### src/hw/rtl/abt_pkg.sv
// Shared types and constants for the allocation block tracker.
`default_nettype none
package abt_pkg;

    // field widths of the stream payload
    localparam int CMD_W         = 2;
    localparam int ADDR_FIELD_W  = 32;
    localparam int LEN_FIELD_W   = 32;
    localparam int STATUS_W      = 2;
    localparam int COUNT_FIELD_W = 7;
    localparam int IN_TDATA_W    = 64;
    localparam int OUT_TDATA_W   = 40;

    // defaults for the top level parameters
    localparam int TABLE_DEPTH_DEF  = 64;
    localparam int ADDR_WIDTH_DEF   = 32;
    localparam int LENGTH_WIDTH_DEF = 32;

    typedef enum logic [CMD_W-1:0] {
        CMD_ADD    = 2'd0,
        CMD_DEL    = 2'd1,
        CMD_LOOKUP = 2'd2,
        CMD_NOP    = 2'd3
    } t_cmd;

    typedef enum logic [STATUS_W-1:0] {
        ST_OK        = 2'd0,
        ST_NOT_FOUND = 2'd1,
        ST_FULL      = 2'd2,
        ST_ZERO      = 2'd3
    } t_status;

    typedef enum logic [1:0] {
        S_IDLE = 2'd0,
        S_SCAN = 2'd1,
        S_DONE = 2'd2
    } t_state;

    // result of the shared key comparator
    typedef struct packed {
        logic eq;
        logic ge;
    } t_cmp_res;

endpackage
`default_nettype wire

### src/hw/rtl/abt_ram.sv
// Generic single write port RAM with registered read.
`default_nettype none
module abt_ram #(
    parameter int WIDTH = 64,
    parameter int DEPTH = 64
) (
    input  wire logic                     i_clk,
    input  wire logic                     i_we,
    input  wire logic [$clog2(DEPTH)-1:0] i_waddr,
    input  wire logic [WIDTH-1:0]         i_wdata,
    input  wire logic [$clog2(DEPTH)-1:0] i_raddr,
    output logic      [WIDTH-1:0]         o_rdata
);

    logic [WIDTH-1:0] r_mem [DEPTH];

    always_ff @(posedge i_clk) begin
        if (i_we) begin
            r_mem[i_waddr] <= i_wdata;
        end
        o_rdata <= r_mem[i_raddr];
    end

endmodule
`default_nettype wire

### src/hw/rtl/abt_cmp.sv
// Shared key comparator: table entry address against the command address.
`default_nettype none
module abt_cmp
    import abt_pkg::*;
#(
    parameter int ADDR_WIDTH = ADDR_WIDTH_DEF
) (
    input  wire logic [ADDR_WIDTH-1:0] i_entry_addr,
    input  wire logic [ADDR_WIDTH-1:0] i_key_addr,
    output t_cmp_res                   o_res
);

    always_comb begin
        o_res.eq = (i_entry_addr == i_key_addr);
        o_res.ge = (i_entry_addr >= i_key_addr);
    end

endmodule
`default_nettype wire

### src/hw/rtl/allocation_block_tracker.sv
// Top level of the allocation block tracker: sequencer, table RAM and comparator.
//
// Keeps up to TABLE_DEPTH blocks (start address, length) sorted by address in one
// RAM and walks it one entry per clock through a single comparator. An add walks
// every held entry and then the free slot at the end, rippling every entry from the
// insertion point on up one place. A delete always walks every held entry; a lookup
// stops at the first match. Rejected adds, unused command codes, and deletes and
// lookups on an empty table skip the walk and go straight to the result.
// One command is worked at a time; the next beat is taken while a finished result
// still waits on the output, but that command cannot finish until the waiting
// result has gone.
`default_nettype none
module allocation_block_tracker
    import abt_pkg::*;
#(
    parameter int TABLE_DEPTH  = TABLE_DEPTH_DEF,
    parameter int ADDR_WIDTH   = ADDR_WIDTH_DEF,
    parameter int LENGTH_WIDTH = LENGTH_WIDTH_DEF
) (
    input  wire logic                   i_clk,
    input  wire logic                   i_rst_n,
    input  wire logic                   i_s_axis_tvalid,
    output logic                        o_s_axis_tready,
    input  wire logic [IN_TDATA_W-1:0]  i_s_axis_tdata,  // block_address, block_length
    input  wire logic [CMD_W-1:0]       i_s_axis_tuser,  // cmd
    output logic                        o_m_axis_tvalid,
    input  wire logic                   i_m_axis_tready,
    output logic [OUT_TDATA_W-1:0]      o_m_axis_tdata,  // found_length, entry_count, pad
    output logic [STATUS_W-1:0]         o_m_axis_tuser   // status
);

    localparam int AW = $clog2(TABLE_DEPTH);
    localparam int CW = $clog2(TABLE_DEPTH + 1);
    localparam int EW = ADDR_WIDTH + LENGTH_WIDTH;

    t_state                  r_state, n_state;
    t_cmd                    r_cmd, n_cmd;
    t_status                 r_status, n_status;
    logic [ADDR_WIDTH-1:0]   r_addr, n_addr;
    logic [LENGTH_WIDTH-1:0] r_len, n_len;
    logic [LENGTH_WIDTH-1:0] r_found, n_found;
    logic [EW-1:0]           r_carry, n_carry;
    logic [CW-1:0]           r_idx, n_idx;
    logic [CW-1:0]           r_count, n_count;
    logic                    r_hit, n_hit;
    logic                    r_out_valid, n_out_valid;
    t_status                 r_out_status, n_out_status;
    logic [LEN_FIELD_W-1:0]  r_out_found, n_out_found;
    logic [COUNT_FIELD_W-1:0] r_out_count, n_out_count;

    logic                    w_we;
    logic [AW-1:0]           w_waddr;
    logic [EW-1:0]           w_wdata;
    logic [AW-1:0]           w_raddr;
    logic [EW-1:0]           w_rdata;
    logic [ADDR_WIDTH-1:0]   w_rd_addr;
    logic [LENGTH_WIDTH-1:0] w_rd_len;
    logic [ADDR_WIDTH-1:0]   w_in_addr;
    logic [LENGTH_WIDTH-1:0] w_in_len;
    logic [CW-1:0]           w_idx_inc;
    logic                    w_is_end;
    logic                    w_is_last;
    t_cmp_res                w_cmp;

    assign w_in_addr = ADDR_WIDTH'(i_s_axis_tdata[ADDR_FIELD_W-1:0]);
    assign w_in_len  = LENGTH_WIDTH'(i_s_axis_tdata[ADDR_FIELD_W +: LEN_FIELD_W]);
    assign w_rd_addr = w_rdata[EW-1 -: ADDR_WIDTH];
    assign w_rd_len  = w_rdata[LENGTH_WIDTH-1:0];
    assign w_idx_inc = r_idx + 1'b1;
    assign w_is_end  = (r_idx == r_count);
    assign w_is_last = (w_idx_inc == r_count);
    // next entry is fetched while the current one is being worked
    assign w_raddr   = (r_state == S_SCAN) ? w_idx_inc[AW-1:0] : '0;

    abt_ram #(
        .WIDTH (EW),
        .DEPTH (TABLE_DEPTH)
    ) u_ram (
        .i_clk   (i_clk),
        .i_we    (w_we),
        .i_waddr (w_waddr),
        .i_wdata (w_wdata),
        .i_raddr (w_raddr),
        .o_rdata (w_rdata)
    );

    abt_cmp #(
        .ADDR_WIDTH (ADDR_WIDTH)
    ) u_cmp (
        .i_entry_addr (w_rd_addr),
        .i_key_addr   (r_addr),
        .o_res        (w_cmp)
    );

    always_ff @(posedge i_clk) begin
        if (!i_rst_n) begin
            r_state     <= S_IDLE;
            r_count     <= '0;
            r_out_valid <= 1'b0;
        end else begin
            r_state     <= n_state;
            r_count     <= n_count;
            r_out_valid <= n_out_valid;
        end
    end

    always_ff @(posedge i_clk) begin
        r_cmd        <= n_cmd;
        r_status     <= n_status;
        r_addr       <= n_addr;
        r_len        <= n_len;
        r_found      <= n_found;
        r_carry      <= n_carry;
        r_idx        <= n_idx;
        r_hit        <= n_hit;
        r_out_status <= n_out_status;
        r_out_found  <= n_out_found;
        r_out_count  <= n_out_count;
    end

    always_comb begin
        n_state      = r_state;
        n_cmd        = r_cmd;
        n_status     = r_status;
        n_addr       = r_addr;
        n_len        = r_len;
        n_found      = r_found;
        n_carry      = r_carry;
        n_idx        = r_idx;
        n_count      = r_count;
        n_hit        = r_hit;
        n_out_valid  = r_out_valid && !i_m_axis_tready;
        n_out_status = r_out_status;
        n_out_found  = r_out_found;
        n_out_count  = r_out_count;
        w_we         = 1'b0;
        w_waddr      = r_idx[AW-1:0];
        w_wdata      = r_carry;

        case (r_state)
            S_IDLE: begin
                if (i_s_axis_tvalid) begin
                    n_cmd    = t_cmd'(i_s_axis_tuser);
                    n_addr   = w_in_addr;
                    n_len    = w_in_len;
                    n_found  = '0;
                    n_idx    = '0;
                    n_hit    = 1'b0;
                    n_status = ST_OK;
                    n_state  = S_SCAN;
                    case (t_cmd'(i_s_axis_tuser))
                        CMD_ADD: begin
                            if (w_in_addr == '0 || w_in_len == '0) begin
                                n_status = ST_ZERO;
                                n_state  = S_DONE;
                            end else if (r_count >= CW'(TABLE_DEPTH)) begin
                                n_status = ST_FULL;
                                n_state  = S_DONE;
                            end
                        end
                        CMD_DEL, CMD_LOOKUP: begin
                            if (r_count == '0) begin
                                n_status = ST_NOT_FOUND;
                                n_state  = S_DONE;
                            end
                        end
                        default: begin
                            n_state = S_DONE;
                        end
                    endcase
                end
            end
            S_SCAN: begin
                n_idx = w_idx_inc;
                case (r_cmd)
                    CMD_ADD: begin
                        // new entry goes in ahead of the first equal or greater
                        // address; everything after ripples up one place
                        w_we    = 1'b1;
                        n_carry = w_rdata;
                        if (!r_hit && (w_is_end || w_cmp.ge)) begin
                            w_wdata = {r_addr, r_len};
                            n_hit   = 1'b1;
                        end else if (!r_hit) begin
                            w_we = 1'b0;
                        end
                        if (w_is_end) begin
                            n_count = r_count + 1'b1;
                            n_state = S_DONE;
                        end
                    end
                    CMD_DEL: begin
                        // past the match, every entry moves down one place
                        if (r_hit) begin
                            w_we    = 1'b1;
                            w_waddr = AW'(r_idx - 1'b1);
                            w_wdata = w_rdata;
                        end else if (w_cmp.eq) begin
                            n_hit = 1'b1;
                        end
                        if (w_is_last) begin
                            n_state = S_DONE;
                            if (r_hit || w_cmp.eq) begin
                                n_count = r_count - 1'b1;
                            end else begin
                                n_status = ST_NOT_FOUND;
                            end
                        end
                    end
                    CMD_LOOKUP: begin
                        if (w_cmp.eq) begin
                            n_found = w_rd_len;
                            n_state = S_DONE;
                        end else if (w_is_last) begin
                            n_status = ST_NOT_FOUND;
                            n_state  = S_DONE;
                        end
                    end
                    default: begin
                        n_state = S_DONE;
                    end
                endcase
            end
            S_DONE: begin
                if (!r_out_valid || i_m_axis_tready) begin
                    n_out_valid  = 1'b1;
                    n_out_status = r_status;
                    n_out_found  = LEN_FIELD_W'(r_found);
                    n_out_count  = COUNT_FIELD_W'(r_count);
                    n_state      = S_IDLE;
                end
            end
            default: begin
                n_state = S_IDLE;
            end
        endcase
    end

    assign o_s_axis_tready = (r_state == S_IDLE);
    assign o_m_axis_tvalid = r_out_valid;
    assign o_m_axis_tuser  = r_out_status;
    assign o_m_axis_tdata  = OUT_TDATA_W'({r_out_count, r_out_found});

endmodule
`default_nettype wire

### config.mk
export PLATFORM = sky130hd
export DESIGN_NAME = allocation_block_tracker
export DESIGN_NICKNAME = d
export VERILOG_FILES = /design/src/hw/rtl/abt_pkg.sv /design/src/hw/rtl/abt_ram.sv /design/src/hw/rtl/abt_cmp.sv /design/src/hw/rtl/allocation_block_tracker.sv
export SDC_FILE = /design/constraint.sdc
export NUM_CORES = 2
export LEC_CHECK = 0
export BUFFER_PORTS_ARGS = -buffer_cell sky130_fd_sc_hd__buf_2
export CAP_MARGIN = 20
export CORE_ASPECT_RATIO = 2
export CORE_MARGIN = 2
export CORE_UTILIZATION = 30
export CTS_BUF_LIST = sky130_fd_sc_hd__clkbuf_16
export CTS_CLUSTER_DIAMETER = 60
export CTS_CLUSTER_SIZE = 12
export DETAILED_ROUTE_END_ITERATION = 16
export MAX_ROUTING_LAYER = met4
export PLACE_DENSITY = 0.43
export SYNTH_ARGS = -nofsm -noshare
export SYNTH_HDL_FRONTEND = slang
export SYNTH_SLANG_ARGS = --single-unit
### constraint.sdc
create_clock -name i_clk -period 21.1 [get_ports i_clk]
set_input_delay 4.22 -clock i_clk [delete_from_list [all_inputs] [get_ports i_clk]]
set_output_delay 4.22 -clock i_clk [all_outputs]
set_load 0.005 [all_outputs]
==> impl_metrics.toml <==
[worst_setup_path]
slowest_delay_ns = 1.09
arrival_ns = 8.24
path_common_cell = "buf_4"
r2r-start = "u_ram.o_rdata[47]"
critPathLaunchType = "flop"
worstSetupEndpointType = "flop"
slowest_stage = "nor3_2"
cp_num_buf_inv = 3
critPathKind = "reg2reg"
crit_chain = "ha_1, nand4_1, nor3_2, a21boi_0, o31ai_1, a2111o_2, buf_4, a211oi_4, buf_4, buf_4"
cp_max_fo = 33
startpoint = "u_ram.o_rdata[47]"
cp_top_family = "compound AO/OA/AOI/OAI gates"
worst_ep_required_time_ns = 21.69

[timing]
fin_tns_setup_ns = 0
clock_skew_ns = 0.163
finalCriticalPeriod_ns = 7.64
hold_viol = 0
post-route-period-util = 0.362
slew_headroom = 0.140
grt_setup_unrepaired = "false"
fmax_ghz = 0.131
fin_ws_ns = 13.46
slew_viol_final = 0
finalSetupViolCount = 0
tightest_slew_ns = 1.28

[die]
fp.dieW_um = 539
core_um2 = 572000
die_h_um = 1070
initial_core_util = 0.301
die_area_um2 = 580000
ios = 114
rows = 393

[routing]
first_iter_violations = 9357
postRouteWirelength_um = 645000
route.vias.total = 97400
dr.pass1.iters = 5
vias_per_cell = 5.62
ant_nets = 0
wl_per_cell_um = 37.2
drc = 0

[hold_path]
min_from = "r_found[0]"
hp-class = "reg2reg"

[finish]
postLayoutCoreUtil = 0.341
syn_to_final_growth_pct = 13.5
nNetsFinal = 9694
design_area_um2 = 195000
final_layout_size_suffix_gt1_frac = 0.199
fillers = 54000

[clock_tree]
clock-sinks = 4383
post_cts.repair.setup_buffers = 0
postCtsHoldBufs = 0
htree_levels = 5
clk_path_buf_depth = 5
cts_buffers = 424
clk_pin_slew_ns = 0.07
cts_resized = 0
clock_latency_ns = 1.10
cts_tree = "yes"
clockRootBuffer = "clkbuf_16"

[synthesis]
synth_common_cells = "4309 x edfxtp_1, 730 x nor2_1, 579 x o2111ai_1, 570 x clkbuf_1, 516 x o22ai_1"
synth.avg_cell_area_um2 = 18.3
syn-cell-area_um2 = 172000
ys_top_cells_by_area = "edfxtp_1 75%, mux4_2 6.7%, o2111ai_1 2.9%"
synthAdderAreaFrac = 0.00332
synthXorXnorAreaFrac = 0.000815
synthCells = 9418
synth_top_family_by_area = "compound AO/OA/AOI/OAI gates"
syn_nets = 9533
synth_most_common_cell = "edfxtp_1"
synthMuxAreaShare = 0.0794
ys_async_sr_fraction = 0
yosys.area.top_type = "edfxtp_1"
synth_ff_type = "edfxtp_1"
synth_seq_cells = 4383
synth_top_area_frac = 0.752
yosys_warnings = 0
synth_cell_types = 72
synth-simple-area-share = 0.0356
ys_seq_area_frac = 0.761
synth_edf_count = 4309
synth_compound_area_frac = 0.100

[global_route]
antenna_found_initial = 23
grt_max_degree = 120
grt_pass1_vias = 99400
grt_pass1_wl_um = 871000
grt_overflow_total = 0
grt_usage = 0.224

[run]
cap_violations = 0

[placement]
port_buffers = 112
dpl.hpwl_um = 355000
placed_area_um2 = 183000
gp_congestion = 0.791
place_ws_ns = 13.49

[pwr]
p_leak_nw = 59.7
vdd_drop_max_v = 0.0000629
p_per_area_nw_per_um2 = 89.4

[run_status]
status = "complete, no violations"
==> final timing paths <==
path                                            end  slack (ns)  cells after the start
worst min-delay path                 r_out_found[0]        0.34                      0
worst min register to register       r_out_found[0]        0.34                      0
worst max register to register  u_ram.r_mem[40][23]       13.46                     10
worst max-delay path            u_ram.r_mem[40][23]       13.46                     10
==> placed cells by master, fill, tap and decap left out, types with 18 or more instances in the layout <==
| master | synthesis | layout |
|---|---|---|
| ha_1 | 44 | 44 |
| and2_1 | 96 | 95 |
| a221o_2 | 0 | 43 |
| o41a_1 | 64 | 64 |
| mux4_2 | 512 | 512 |
| nor4_1 | 19 | 18 |
| inv_1 | 52 | 274 |
| a2bb2oi_1 | 129 | 128 |
| o21ai_0 | 77 | 76 |
| o2111ai_1 | 579 | 579 |
| o32a_1 | 64 | 64 |
| nand2_1 | 27 | 23 |
| buf_4 | 8 | 368 |
| or2_2 | 261 | 260 |
| buf_2 | 131 | 112 |
| clkbuf_16 | 0 | 428 |
| o22ai_1 | 516 | 511 |
| o2bb2ai_1 | 384 | 384 |
| nor2_1 | 730 | 727 |
| nand4_1 | 77 | 77 |
| mux2_2 | 65 | 65 |
| mux2i_1 | 139 | 138 |
| a211oi_1 | 173 | 130 |
| edfxtp_1 | 4309 | 4309 |
| buf_12 | 0 | 30 |
| a21oi_1 | 39 | 27 |
| dfxtp_1 | 74 | 74 |
| a211oi_4 | 0 | 56 |
==> cell type report <==
class | instances | area (um^2) | share of cell area
inverters | 56 | 238 | 0.00122
clock buffers | 428 | 10700 | 0.0549
well taps | 7505 | 9390 | 0.0481
diodes | 6 | 15.0 | 0.0000769
clock inverters | 247 | 1190 | 0.00609
flip-flops and latches | 4383 | 131000 | 0.670
multi-input cells | 4203 | 38900 | 0.199
repair buffers | 511 | 3950 | 0.0202
==> sequential cells by signal, indices dropped and copies added, names as in the netlist, 7 cells and up <==
register	count
r_idx	7
r_count	7
r_carry	64
r_found	32
u_ram.r_mem	4096
r_out_count	7
r_out_found	32
r_len	32
u_ram.o_rdata	64
r_addr	32
==> report_power, final <==
part	internal [mW]	switching, mW
clock	3.67	3.30
sequential	9.52	0.0653
combinational	0.259	0.629
==> per-layer routing <==
metal | global-route usage | wire length (um) | vias up
li1 | - | - | 39500
met1 | 0.251 | 240000 | 53400
met2 | 0.399 | 341000 | 3409
met3 | 0.0268 | 31100 | 1062
met4 | 0.102 | 32500 | 0
met5 | - | 0 | -
==> worst register-to-register path, cell delays in order, from the launching register on <==
cell and delay (ns):
dfxtp_1 0.94, ha_1 0.31, nand4_1 0.25, nor3_2 1.09, a21boi_0 0.88, o31ai_1 0.33
a2111o_2 0.54, buf_4 0.29, a211oi_4 0.84, buf_4 0.85, buf_4 0.82
==> through the flow <==
stage / hold WS [ns] / std cells / power, mW
final: 0.338 / 17300 / 17.5
after CTS: 0.346 / 17300 / 17.6
after global routing: 0.351 / 17300 / 17.9
after detailed placement: 0.405 / 16700 / 10.7
after global placement: 0.403 / 16700 / 10.7
after floorplan: 0.400 / 9418 / 10.2
==> cells by family (layout without fill, tap and decap cells) <==
group,Yosys count,in the layout
mux,716,716
simple gates,1277,1277
buf+inv,832,1242
flops,4383,4383
fa+ha+maj,45,45
xor+xnor,16,16
other cells,1,7
compound gates,2148,2148
Note: power is estimated with default switching activity, not from simulation.
